### src/rtl/dmxut_pkg.sv
// ----------------------------------------------------------------------------
// DMX512 universe transmitter package
// Shared item, result and code definitions for the transmitter block.
// ----------------------------------------------------------------------------
package dmxut_pkg;

  // Frame length, send index and range pointers cover 0..512.
  localparam int LEN_W = 10;
  localparam int CFG_IDX_W = 4;

  typedef logic [LEN_W-1:0] len_t;

  // Item kinds
  typedef enum logic [2:0] {
    KIND_MIDI   = 3'd0,
    KIND_SET    = 3'd1,
    KIND_HEADER = 3'd2,
    KIND_BYTE   = 3'd3,
    KIND_TICK   = 3'd4
  } kind_t;

  // Configuration register indexes
  localparam logic [CFG_IDX_W-1:0] REG_BREAK_TICKS = CFG_IDX_W'(0);
  localparam logic [CFG_IDX_W-1:0] REG_MAB_TICKS   = CFG_IDX_W'(1);

  localparam logic [7:0] BREAK_TICKS_RESET = 8'd133;
  localparam logic [7:0] MAB_TICKS_RESET   = 8'd13;

  // MIDI status bytes
  localparam logic [7:0] MIDI_CC       = 8'hB0;
  localparam logic [7:0] MIDI_NOTE_ON  = 8'h90;
  localparam logic [7:0] MIDI_NOTE_OFF = 8'h80;
  localparam logic [7:0] MIDI_CC_LIMIT = 8'd120;

  typedef enum logic [1:0] {
    ST_OK          = 2'd0,
    ST_BAD_CHANNEL = 2'd1,
    ST_BAD_VALUE   = 2'd2,
    ST_REFUSED     = 2'd3
  } status_t;

  typedef enum logic [1:0] {
    ACT_NONE = 2'd0,
    ACT_SEND = 2'd1,
    ACT_LOW  = 2'd2,
    ACT_HIGH = 2'd3
  } action_t;

  typedef struct packed {
    logic [2:0]  kind;
    logic [7:0]  midi_status;
    logic [7:0]  midi_number;
    logic [7:0]  midi_level;
    logic [15:0] channel;
    logic [15:0] value_word;
    logic [15:0] range_count;
    logic [15:0] range_limit;
    logic [7:0]  data_byte;
    logic        uart_empty;
    logic        uart_idle;
  } item_t;

  // Result of one item; from_store selects the store read data as tx_byte.
  typedef struct packed {
    status_t    status;
    logic       range_done;
    action_t    line_action;
    logic [7:0] tx_byte;
    logic       from_store;
  } res_t;

endpackage

### src/rtl/dmxut_if.sv
// ----------------------------------------------------------------------------
// DMX512 universe transmitter channel interfaces
// Item, result and configuration write channels with valid/ready handshake.
// ----------------------------------------------------------------------------
interface dmxut_item_if;
  logic        valid;
  logic        ready;
  logic [2:0]  kind;
  logic [7:0]  midi_status;
  logic [7:0]  midi_number;
  logic [7:0]  midi_level;
  logic [15:0] channel;
  logic [15:0] value_word;
  logic [15:0] range_count;
  logic [15:0] range_limit;
  logic [7:0]  data_byte;
  logic        uart_empty;
  logic        uart_idle;

  modport source (
    output valid, kind, midi_status, midi_number, midi_level, channel,
           value_word, range_count, range_limit, data_byte, uart_empty,
           uart_idle,
    input  ready
  );
  modport sink (
    input  valid, kind, midi_status, midi_number, midi_level, channel,
           value_word, range_count, range_limit, data_byte, uart_empty,
           uart_idle,
    output ready
  );
endinterface

interface dmxut_result_if;
  logic       valid;
  logic       ready;
  logic [1:0] status;
  logic       range_done;
  logic [1:0] line_action;
  logic [7:0] tx_byte;

  modport source (
    output valid, status, range_done, line_action, tx_byte,
    input  ready
  );
  modport sink (
    input  valid, status, range_done, line_action, tx_byte,
    output ready
  );
endinterface

interface dmxut_cfg_if;
  logic                             valid;
  logic                             ready;
  logic [dmxut_pkg::CFG_IDX_W-1:0]  index;
  logic [7:0]                       data;

  modport source (output valid, index, data, input ready);
  modport sink (input valid, index, data, output ready);
endinterface

### src/rtl/dmxut_ram.sv
// ----------------------------------------------------------------------------
// Generic RAM
// One write port, one read port with enable and registered read data.
// ----------------------------------------------------------------------------
module dmxut_ram #(
  parameter int WIDTH = 8,
  parameter int DEPTH = 512,
  localparam int AW = (DEPTH > 1) ? $clog2(DEPTH) : 1
) (
  input  logic             clk,
  input  logic             we,
  input  logic [AW-1:0]    waddr,
  input  logic [WIDTH-1:0] wdata,
  input  logic             re,
  input  logic [AW-1:0]    raddr,
  output logic [WIDTH-1:0] rdata
);

  logic [WIDTH-1:0] mem [DEPTH];

  always_ff @(posedge clk) begin
    if (we) begin
      mem[waddr] <= wdata;
    end
    if (re) begin
      rdata <= mem[raddr];
    end
  end

endmodule

### src/rtl/dmxut_ctrl.sv
// ----------------------------------------------------------------------------
// DMX512 universe transmitter control
// Decodes writes, tracks frame length and range state, runs the frame sequence.
// ----------------------------------------------------------------------------
module dmxut_ctrl #(
  parameter int CHANNELS = 512,
  localparam int AW = (CHANNELS > 1) ? $clog2(CHANNELS) : 1
) (
  input  logic                            clk,
  input  logic                            rst,
  input  logic                            accept,
  input  dmxut_pkg::item_t                item,
  input  logic                            cfg_we,
  input  logic [dmxut_pkg::CFG_IDX_W-1:0] cfg_index,
  input  logic [7:0]                      cfg_data,
  output dmxut_pkg::res_t                 res,
  output logic                            wr_en,
  output logic [AW-1:0]                   wr_addr,
  output logic [7:0]                      wr_data,
  output logic                            rd_en,
  output logic [AW-1:0]                   rd_addr
);

  typedef enum logic [2:0] {
    PH_OFF   = 3'd0,
    PH_NEW   = 3'd1,
    PH_DATA  = 3'd2,
    PH_END   = 3'd3,
    PH_BREAK = 3'd4,
    PH_MAB   = 3'd5
  } phase_t;

  localparam logic [16:0] CH_LIM = 17'(CHANNELS);

  phase_t            phase, phase_next;
  dmxut_pkg::len_t   frame_length, frame_length_next;
  dmxut_pkg::len_t   send_index, send_index_next;
  logic              range_active, range_active_next;
  dmxut_pkg::len_t   range_pos, range_pos_next;
  dmxut_pkg::len_t   range_end, range_end_next;
  logic [7:0]        gap_count, gap_count_next;
  logic [7:0]        break_ticks, mab_ticks;

  logic              grow_en, start_en;
  dmxut_pkg::len_t   grow_len;
  logic              num_ok;
  logic [16:0]       hdr_end;
  logic              pos_room;
  dmxut_pkg::len_t   pos_inc;

  assign num_ok   = {9'd0, item.midi_number} < CH_LIM;
  assign hdr_end  = {1'b0, item.channel} + {1'b0, item.range_count};
  assign pos_room = range_pos < range_end;
  assign pos_inc  = pos_room ? range_pos + dmxut_pkg::len_t'(1) : range_pos;
  assign rd_addr  = send_index[AW-1:0];

  always_comb begin
    phase_next        = phase;
    frame_length_next = frame_length;
    send_index_next   = send_index;
    range_active_next = range_active;
    range_pos_next    = range_pos;
    range_end_next    = range_end;
    gap_count_next    = gap_count;
    grow_en           = 1'b0;
    grow_len          = '0;
    start_en          = 1'b0;
    res               = '0;
    wr_en             = 1'b0;
    wr_addr           = '0;
    wr_data           = '0;
    rd_en             = 1'b0;

    case (dmxut_pkg::kind_t'(item.kind))
      dmxut_pkg::KIND_MIDI: begin
        wr_addr  = AW'(item.midi_number);
        wr_data  = {item.midi_level[6:0], 1'b0};
        grow_len = dmxut_pkg::len_t'(item.midi_number) + dmxut_pkg::len_t'(1);
        if (item.midi_status == dmxut_pkg::MIDI_CC) begin
          if (num_ok && item.midi_number < dmxut_pkg::MIDI_CC_LIMIT) begin
            wr_en   = 1'b1;
            grow_en = 1'b1;
          end
          start_en = 1'b1;
        end else if (item.midi_status == dmxut_pkg::MIDI_NOTE_ON) begin
          wr_en    = num_ok;
          grow_en  = num_ok;
          start_en = 1'b1;
        end else if (item.midi_status == dmxut_pkg::MIDI_NOTE_OFF) begin
          wr_en   = num_ok;
          wr_data = '0;
        end
      end
      dmxut_pkg::KIND_SET: begin
        wr_addr  = item.channel[AW-1:0];
        wr_data  = item.value_word[7:0];
        grow_len = item.channel[dmxut_pkg::LEN_W-1:0] + dmxut_pkg::len_t'(1);
        if ({1'b0, item.channel} > CH_LIM - 17'd1) begin
          res.status = dmxut_pkg::ST_BAD_CHANNEL;
        end else if (item.value_word[15:8] != 8'd0) begin
          res.status = dmxut_pkg::ST_BAD_VALUE;
        end else begin
          wr_en    = 1'b1;
          grow_en  = 1'b1;
          start_en = 1'b1;
        end
      end
      dmxut_pkg::KIND_HEADER: begin
        if (item.range_count > item.range_limit) begin
          res.status     = dmxut_pkg::ST_BAD_VALUE;
          range_pos_next = '0;
          range_end_next = '0;
        end else if ({1'b0, item.channel} > CH_LIM - 17'd1 || hdr_end > CH_LIM) begin
          res.status     = dmxut_pkg::ST_BAD_CHANNEL;
          range_pos_next = '0;
          range_end_next = '0;
        end else begin
          range_active_next = 1'b1;
          range_pos_next    = item.channel[dmxut_pkg::LEN_W-1:0];
          range_end_next    = hdr_end[dmxut_pkg::LEN_W-1:0];
        end
      end
      dmxut_pkg::KIND_BYTE: begin
        if (!range_active) begin
          res.status = dmxut_pkg::ST_REFUSED;
        end else begin
          wr_en          = pos_room;
          wr_addr        = range_pos[AW-1:0];
          wr_data        = item.data_byte;
          range_pos_next = pos_inc;
          grow_en        = 1'b1;
          grow_len       = pos_inc;
          start_en       = 1'b1;
          if (pos_inc >= range_end) begin
            range_active_next = 1'b0;
            res.range_done    = 1'b1;
          end
        end
      end
      dmxut_pkg::KIND_TICK: begin
        if (frame_length != '0) begin
          unique case (phase)
            PH_NEW: begin
              send_index_next = '0;
              res.line_action = dmxut_pkg::ACT_SEND;
              phase_next      = PH_DATA;
            end
            PH_DATA: begin
              if (item.uart_empty) begin
                if (send_index < frame_length) begin
                  res.line_action = dmxut_pkg::ACT_SEND;
                  res.from_store  = 1'b1;
                  rd_en           = 1'b1;
                  send_index_next = send_index + dmxut_pkg::len_t'(1);
                end else if (item.uart_idle) begin
                  res.line_action = dmxut_pkg::ACT_LOW;
                  gap_count_next  = break_ticks;
                  phase_next      = PH_BREAK;
                end else begin
                  phase_next = PH_END;
                end
              end
            end
            PH_END: begin
              if (item.uart_idle) begin
                res.line_action = dmxut_pkg::ACT_LOW;
                gap_count_next  = break_ticks;
                phase_next      = PH_BREAK;
              end
            end
            PH_BREAK: begin
              if (gap_count <= 8'd1) begin
                res.line_action = dmxut_pkg::ACT_HIGH;
                gap_count_next  = mab_ticks;
                phase_next      = PH_MAB;
              end else begin
                gap_count_next = gap_count - 8'd1;
              end
            end
            PH_MAB: begin
              if (gap_count <= 8'd1) begin
                gap_count_next = '0;
                phase_next     = PH_NEW;
              end else begin
                gap_count_next = gap_count - 8'd1;
              end
            end
            default: begin
            end
          endcase
        end
      end
      default: begin
      end
    endcase

    if (grow_en && grow_len > frame_length) begin
      frame_length_next = grow_len;
    end
    if (start_en && phase == PH_OFF) begin
      phase_next = PH_NEW;
    end
  end

  always_ff @(posedge clk) begin
    if (rst) begin
      phase        <= PH_OFF;
      frame_length <= '0;
      send_index   <= '0;
      range_active <= 1'b0;
      range_pos    <= '0;
      range_end    <= '0;
      gap_count    <= '0;
      break_ticks  <= dmxut_pkg::BREAK_TICKS_RESET;
      mab_ticks    <= dmxut_pkg::MAB_TICKS_RESET;
    end else begin
      if (accept) begin
        phase        <= phase_next;
        frame_length <= frame_length_next;
        send_index   <= send_index_next;
        range_active <= range_active_next;
        range_pos    <= range_pos_next;
        range_end    <= range_end_next;
        gap_count    <= gap_count_next;
      end
      if (cfg_we) begin
        unique case (cfg_index)
          dmxut_pkg::REG_BREAK_TICKS: break_ticks <= cfg_data;
          dmxut_pkg::REG_MAB_TICKS:   mab_ticks   <= cfg_data;
          default: begin
          end
        endcase
      end
    end
  end

endmodule

### src/rtl/dmxut_top_pipe.sv
// ----------------------------------------------------------------------------
// DMX512 universe transmitter result pipeline
// Joins the store read data to the decoded result and holds it for the sink.
// ----------------------------------------------------------------------------
module dmxut_top_pipe (
  input  logic            clk,
  input  logic            rst,
  input  logic            accept,
  input  dmxut_pkg::res_t res_in,
  input  logic [7:0]      store_q,
  output logic            take_ok,
  output logic            out_valid,
  input  logic            out_ready,
  output dmxut_pkg::res_t out_res
);

  logic            p1_valid;
  dmxut_pkg::res_t p1_res;
  dmxut_pkg::res_t p1_final;
  logic            p1_move;

  assign p1_move = !out_valid || out_ready;
  assign take_ok = !p1_valid || p1_move;

  always_comb begin
    p1_final = p1_res;
    if (p1_res.from_store) begin
      p1_final.tx_byte = store_q;
    end
    p1_final.from_store = 1'b0;
  end

  always_ff @(posedge clk) begin
    if (rst) begin
      p1_valid  <= 1'b0;
      out_valid <= 1'b0;
    end else begin
      if (take_ok) begin
        p1_valid <= accept;
      end
      if (p1_move) begin
        out_valid <= p1_valid;
      end
    end
    // Payload: load on move, hold otherwise.
    if (accept) begin
      p1_res <= res_in;
    end
    if (p1_move && p1_valid) begin
      out_res <= p1_final;
    end
  end

endmodule

### src/rtl/dmx512_universe_transmitter_top.sv
// ----------------------------------------------------------------------------
// DMX512 universe transmitter
// Channel store, write decoding and frame sequencing for one DMX universe.
// ----------------------------------------------------------------------------
// Takes one item per clock cycle, writes and ticks alike, while the sink
// keeps up, and returns exactly one result per item through two registers:
// the first reads the channel store (registered read) and holds the decoded
// result, the second holds the finished result for the sink. While the sink
// stalls, those two registers take at most one more item; once both hold
// results, items.ready follows results.ready in the same cycle. After reset
// the block clears the channel store, one entry per cycle, with items.ready low;
// configuration writes are taken at any time, cfg.ready is always high.
// ----------------------------------------------------------------------------
module dmx512_universe_transmitter_top #(
  parameter int CHANNELS = 512
) (
  input  logic              clk,
  input  logic              rst,
  dmxut_item_if.sink        items,
  dmxut_result_if.source    results,
  dmxut_cfg_if.sink         cfg
);

  localparam int AW = (CHANNELS > 1) ? $clog2(CHANNELS) : 1;
  localparam logic [AW-1:0] LAST_ADDR = AW'(CHANNELS - 1);

  dmxut_pkg::item_t item;
  dmxut_pkg::res_t  ctrl_res;
  dmxut_pkg::res_t  out_res;
  logic             accept;
  logic             take_ok;

  // Store-clearing sweep after reset
  logic             clr_busy;
  logic [AW-1:0]    clr_addr;

  logic             ctrl_we, ctrl_re;
  logic [AW-1:0]    ctrl_waddr, ctrl_raddr;
  logic [7:0]       ctrl_wdata;
  logic             ram_we;
  logic [AW-1:0]    ram_waddr;
  logic [7:0]       ram_wdata;
  logic [7:0]       store_q;

  // Gather the item fields for the decoder.
  assign item.kind        = items.kind;
  assign item.midi_status = items.midi_status;
  assign item.midi_number = items.midi_number;
  assign item.midi_level  = items.midi_level;
  assign item.channel     = items.channel;
  assign item.value_word  = items.value_word;
  assign item.range_count = items.range_count;
  assign item.range_limit = items.range_limit;
  assign item.data_byte   = items.data_byte;
  assign item.uart_empty  = items.uart_empty;
  assign item.uart_idle   = items.uart_idle;

  // Hold off items during the sweep and while the result stages are full.
  assign items.ready = !clr_busy && take_ok;
  assign accept      = items.valid && items.ready;
  assign cfg.ready   = 1'b1;

  always_ff @(posedge clk) begin
    if (rst) begin
      clr_busy <= 1'b1;
      clr_addr <= '0;
    end else if (clr_busy) begin
      clr_addr <= clr_addr + AW'(1);
      if (clr_addr == LAST_ADDR) begin
        clr_busy <= 1'b0;
      end
    end
  end

  dmxut_ctrl #(
    .CHANNELS (CHANNELS)
  ) u_ctrl (
    .clk       (clk),
    .rst       (rst),
    .accept    (accept),
    .item      (item),
    .cfg_we    (cfg.valid && cfg.ready),
    .cfg_index (cfg.index),
    .cfg_data  (cfg.data),
    .res       (ctrl_res),
    .wr_en     (ctrl_we),
    .wr_addr   (ctrl_waddr),
    .wr_data   (ctrl_wdata),
    .rd_en     (ctrl_re),
    .rd_addr   (ctrl_raddr)
  );

  // The sweep owns the write port until it finishes; no item is taken then.
  assign ram_we    = clr_busy || (accept && ctrl_we);
  assign ram_waddr = clr_busy ? clr_addr : ctrl_waddr;
  assign ram_wdata = clr_busy ? 8'd0 : ctrl_wdata;

  dmxut_ram #(
    .WIDTH (8),
    .DEPTH (CHANNELS)
  ) u_store (
    .clk   (clk),
    .we    (ram_we),
    .waddr (ram_waddr),
    .wdata (ram_wdata),
    .re    (accept && ctrl_re),
    .raddr (ctrl_raddr),
    .rdata (store_q)
  );

  dmxut_top_pipe u_pipe (
    .clk       (clk),
    .rst       (rst),
    .accept    (accept),
    .res_in    (ctrl_res),
    .store_q   (store_q),
    .take_ok   (take_ok),
    .out_valid (results.valid),
    .out_ready (results.ready),
    .out_res   (out_res)
  );

  // Drive the result payload from the output register.
  assign results.status      = out_res.status;
  assign results.range_done  = out_res.range_done;
  assign results.line_action = out_res.line_action;
  assign results.tx_byte     = out_res.tx_byte;

endmodule
### src/flat_wrapper.sv
// flat-port wrapper written by rule: the top's interface ports become plain ports
module dmx512_universe_transmitter_top_flat 
#(
  parameter int CHANNELS = 512
)
  (clk, rst, items_valid, items_kind, items_midi_status, items_midi_number, items_midi_level, items_channel, items_value_word, items_range_count, items_range_limit, items_data_byte, items_uart_empty, items_uart_idle, items_ready, results_valid, results_status, results_range_done, results_line_action, results_tx_byte, results_ready, cfg_valid, cfg_index, cfg_data, cfg_ready);
  dmxut_item_if items_i ();
  dmxut_result_if results_i ();
  dmxut_cfg_if cfg_i ();
  input  logic clk;
  input  logic rst;
  input wire logic [$bits(items_i.valid)-1:0] items_valid;
  input wire logic [$bits(items_i.kind)-1:0] items_kind;
  input wire logic [$bits(items_i.midi_status)-1:0] items_midi_status;
  input wire logic [$bits(items_i.midi_number)-1:0] items_midi_number;
  input wire logic [$bits(items_i.midi_level)-1:0] items_midi_level;
  input wire logic [$bits(items_i.channel)-1:0] items_channel;
  input wire logic [$bits(items_i.value_word)-1:0] items_value_word;
  input wire logic [$bits(items_i.range_count)-1:0] items_range_count;
  input wire logic [$bits(items_i.range_limit)-1:0] items_range_limit;
  input wire logic [$bits(items_i.data_byte)-1:0] items_data_byte;
  input wire logic [$bits(items_i.uart_empty)-1:0] items_uart_empty;
  input wire logic [$bits(items_i.uart_idle)-1:0] items_uart_idle;
  output wire logic [$bits(items_i.ready)-1:0] items_ready;
  output wire logic [$bits(results_i.valid)-1:0] results_valid;
  output wire logic [$bits(results_i.status)-1:0] results_status;
  output wire logic [$bits(results_i.range_done)-1:0] results_range_done;
  output wire logic [$bits(results_i.line_action)-1:0] results_line_action;
  output wire logic [$bits(results_i.tx_byte)-1:0] results_tx_byte;
  input wire logic [$bits(results_i.ready)-1:0] results_ready;
  input wire logic [$bits(cfg_i.valid)-1:0] cfg_valid;
  input wire logic [$bits(cfg_i.index)-1:0] cfg_index;
  input wire logic [$bits(cfg_i.data)-1:0] cfg_data;
  output wire logic [$bits(cfg_i.ready)-1:0] cfg_ready;
  assign items_i.valid = items_valid;
  assign items_i.kind = items_kind;
  assign items_i.midi_status = items_midi_status;
  assign items_i.midi_number = items_midi_number;
  assign items_i.midi_level = items_midi_level;
  assign items_i.channel = items_channel;
  assign items_i.value_word = items_value_word;
  assign items_i.range_count = items_range_count;
  assign items_i.range_limit = items_range_limit;
  assign items_i.data_byte = items_data_byte;
  assign items_i.uart_empty = items_uart_empty;
  assign items_i.uart_idle = items_uart_idle;
  assign items_ready = items_i.ready;
  assign results_valid = results_i.valid;
  assign results_status = results_i.status;
  assign results_range_done = results_i.range_done;
  assign results_line_action = results_i.line_action;
  assign results_tx_byte = results_i.tx_byte;
  assign results_i.ready = results_ready;
  assign cfg_i.valid = cfg_valid;
  assign cfg_i.index = cfg_index;
  assign cfg_i.data = cfg_data;
  assign cfg_ready = cfg_i.ready;
  dmx512_universe_transmitter_top #(.CHANNELS(CHANNELS)) u_core (.clk(clk), .rst(rst), .items(items_i), .results(results_i), .cfg(cfg_i));
endmodule
### config.mk
export PLATFORM = sky130hd
export DESIGN_NAME = dmx512_universe_transmitter_top_flat
export DESIGN_NICKNAME = d
export VERILOG_FILES = /design/src/rtl/dmxut_pkg.sv /design/src/rtl/dmxut_if.sv /design/src/rtl/dmxut_ram.sv /design/src/rtl/dmxut_ctrl.sv /design/src/rtl/dmxut_top_pipe.sv /design/src/rtl/dmx512_universe_transmitter_top.sv /design/src/flat_wrapper.sv
export SDC_FILE = /design/constraint.sdc
export NUM_CORES = 2
export LEC_CHECK = 0
export BUFFER_PORTS_ARGS = -buffer_cell sky130_fd_sc_hd__buf_2
export CORE_MARGIN = 8
export CORE_UTILIZATION = 65
export DETAILED_ROUTE_END_ITERATION = 8
export PLACE_DENSITY_LB_ADDON = 0.3
export SLEW_MARGIN = 20
export SYNTH_ARGS = -nofsm -noshare
export SYNTH_HDL_FRONTEND = slang
export SYNTH_SLANG_ARGS = --single-unit
export TNS_END_PERCENT = 5
### constraint.sdc
create_clock -name clk -period 29.9 [get_ports clk]
set_input_delay 1.495 -clock clk [delete_from_list [all_inputs] [get_ports clk]]
set_output_delay 1.495 -clock clk [all_outputs]
set_load 0.01 [all_outputs]
==> impl_metrics.ini <==
[route]
drt_first_pass_iters = 9
via_per_inst = 7.42
wl_um = 451000
num_vias = 88400
ant_nets = 0
detail_route.wl_per_cell_um = 37.9
drt_iter0_markers = 14700
drc = 0

[worst_setup_path]
critPathMostFrequentCell = buf_4
end_kind = register
crit_fanout = 81
crit_required_ns = 30.57
cp-start-kind = register
cpPeakStageDelay_ns = 0.87
critPathSlowestCell = dfxtp_4
arrival_ns = 7.80
r2r_cells = 10
crit_chain = buf_4, buf_4, buf_12, buf_4, mux4_2, mux4_2, mux2i_1, o21ai_0, nor3_1, a2111oi_0
worst-setup-path-type = reg2reg
regToRegEndpoint = u_core.u_store.rdata[5]
r2r_start = u_core.u_ctrl.send_index[0]
rrSetupSlack_ns = 22.76

[finish]
syn_to_final_growth_pct = 10.7
nFillCells = 13600
regArea_mm2 = 0.125
num-nets-final = 8396
multi_input_area_mm2 = 0.0384
drive_gt1_share_pct = 24.7
final_util_pct = 72.4

[grt]
grt_max_degree = 240
grt_pass1_vias = 87500
antenna_found_initial = 36
grt.total_usage_pct = 32.7
grt_pass1_wl_um = 637000
grt_overflow = 0

[synth]
synth.most_common_cell = edfxtp_1
syn-num-nets = 8136
yosys_register_bits = 4203
synth_cells = 7939
synth_cell_type_count = 86
synth_edf_count = 4123
synth.avg_cell_area_um2 = 20.9
synthTopCellsByArea = edfxtp_1 74%, mux4_2 15%, nor2_1 1.5%
yosys_warnings = 0
synth_top_cell_area_share_pct = 74.5
synth_top_area_cell = edfxtp_1
synthArstFlopShare_pct = 0
synth_area_mm2 = 0.166
synth.top_cells.by_count = 4123 x edfxtp_1, 1123 x mux4_2, 656 x nor2_1, 214 x mux2i_1, 176 x nand2_1
ys_seq_area_share_pct = 75.4
synth_flop_cell = edfxtp_1

[timing]
period_minus_slack_ns = 7.14
finalHoldViolCount = 0
min_period_over_period_pct = 23.9
worst_clock_skew_ns = 0.0556
fin_setup_tns_ns = 0
finalMaxSlewViolations = 0
tightest_slew_ns = 1.34
rsz0062_at_grt = false
max_slew_margin_pct = 10.6
hold-worst-slack_ns = 0.418
setup_violations = 0
max_freq_mhz = 140

[cts]
cts_hold_buf = 0
clockBufferDepth = 4
cts.repair.resized = 0
ctsHtreeMaxLevel = 5
clk_pin_slew_ns = 0.06
postCtsSetupBuffers = 0
cts_buffers = 415
cts_root_buf = clkbuf_16
clk_latency_ns = 0.98
numClockSinks = 4203
cts_tree = yes

[die]
start_util_pct = 65.4
core-area_mm2 = 0.254
fp-row-count = 185
die_h_um = 522
die_x_um = 522
dieArea_mm2 = 0.272
io-pin-count = 134

[pwr]
ir_worst_vdd_v = 0.0000694
power.density_mw_per_mm2 = 63.5
p_leak_nw = 64.0

[flow_run]
drv_cap = 0

[min_path]
hp-start = u_core.u_pipe.p1_final[10]
whs_endpoint = u_core.u_pipe.out_res[10]
hold_path_class = reg2reg
min_path_cells = 0

[placement]
dp_hpwl_um = 246000
portBuffers = 131
place.gp.congestion = 0.891

[outcome]
status = complete, no violations
[how the worst max path moves through the flow]
stage                           startpoint                         end  slack [ns]  cells past startpoint
2_1_floorplan                items_kind[0]    u_core.u_store.mem[0][1]       12.94                      8
3_3_place_gp                 items_kind[0]   u_core.u_store.mem[58][3]       22.55                     10
3_5_place_dp                 items_kind[0]  u_core.u_store.mem[201][0]       22.36                     10
4_1_cts        u_core.u_ctrl.send_index[0]     u_core.u_store.rdata[5]       22.75                     10
5_1_grt        u_core.u_ctrl.send_index[0]     u_core.u_store.rdata[5]       22.45                     10
6_report       u_core.u_ctrl.send_index[0]     u_core.u_store.rdata[5]       22.76                     10
[per-stage QoR]
stage / power, mW / cells / worst slack [ns] / cell area, µm²
6_report: 11.7 / 11900 / 22.76 / 184000
5_1_grt: 11.9 / 11900 / 22.45 / 184000
4_1_cts: 11.7 / 11900 / 22.75 / 184000
3_5_place_dp: 6.59 / 11100 / 22.36 / 171000
3_3_place_gp: 6.59 / 11100 / 22.55 / 171000
2_1_floorplan: 6.55 / 7939 / 12.94 / 166000
[placed cells by master (no fill, tap or decap), types with 78 or more instances in the layout]
master,n
buf_4,156
o21ai_0,85
mux2i_1,214
edfxtp_1,4123
mux4_2,1123
clkinv_1,92
clkbuf_16,421
a21oi_1,132
ha_1,78
nor2_1,641
a22oi_1,99
nand2_1,162
clkbuf_1,80
buf_2,131
[critical path: cells and delay by family, from the launching register on]
kind | cells | cell delay (ns)
AOI/OAI and AO/OA | 2 | 0.61
and+or+nand+nor | 1 | 0.83
DFF | 1 | 0.87
buffers and inverters | 4 | 2.82
muxes | 3 | 1.54
[state kept, by name, indices dropped and copies added, names as in the netlist]
name and cells:
u_core.u_ctrl.gap_count 8, u_core.u_ctrl.frame_length 10, u_core.u_pipe.p1_valid 1, u_core.u_ctrl.phase 3, u_core.u_ctrl.range_active 1, u_core.u_pipe.out_res 13
u_core.u_store.rdata 8, u_core.clr_addr 9, u_core.u_pipe.p1_final 5, u_core.u_ctrl.range_end 10, u_core.u_pipe.p1_res 1, u_core.clr_busy 1
u_core.u_ctrl.send_index 10, u_core.u_ctrl.range_pos 10, u_core.u_store.mem 4096, u_core.u_ctrl.break_ticks 8, u_core.u_ctrl.mab_ticks 8, u_core.u_pipe.out_valid 1
[kinds of logic after synthesis]
| group | synth area share, % |
|---|---|
| XOR/XNOR | 0.263 |
| buffers and inverters | 1.65 |
| other | 0.00226 |
| adder cells (fa/ha/maj) | 0.599 |
| multiplexers | 16.6 |
| AO/OA/AOI/OAI | 2.64 |
| flip-flops | 75.4 |
| AND/OR/NAND/NOR | 2.84 |
[cell type report]
cell class | count | share of cell area [%]
repair buffers | 312 | 1.26
flip-flops and latches | 4203 | 68.2
diodes | 29 | 0.0394
clock buffers | 502 | 5.89
clock inverters | 236 | 1.34
multi-input cells | 3194 | 20.9
well taps | 3366 | 2.29
inverters | 73 | 0.150
[report_power, final]
part / internal [mW] / switching [mW]
Sequential: 6.37 / 0.00155
Combinational: 0.0292 / 0.0724
Clock: 3.02 / 2.19
Total: 9.42 / 2.27
[layer usage]
layer / vias to the layer above / global-route usage, % / wire length (µm)
met2: 8078 / 50.2 / 210000
met4: 30 / 18.0 / 30100
met5: - / 0 / 198
met3: 1646 / 9.02 / 60800
met1: 45000 / 43.3 / 150000
li1: 33600 / - / -
No activity file was read; power rests on OpenSTA's default activity.
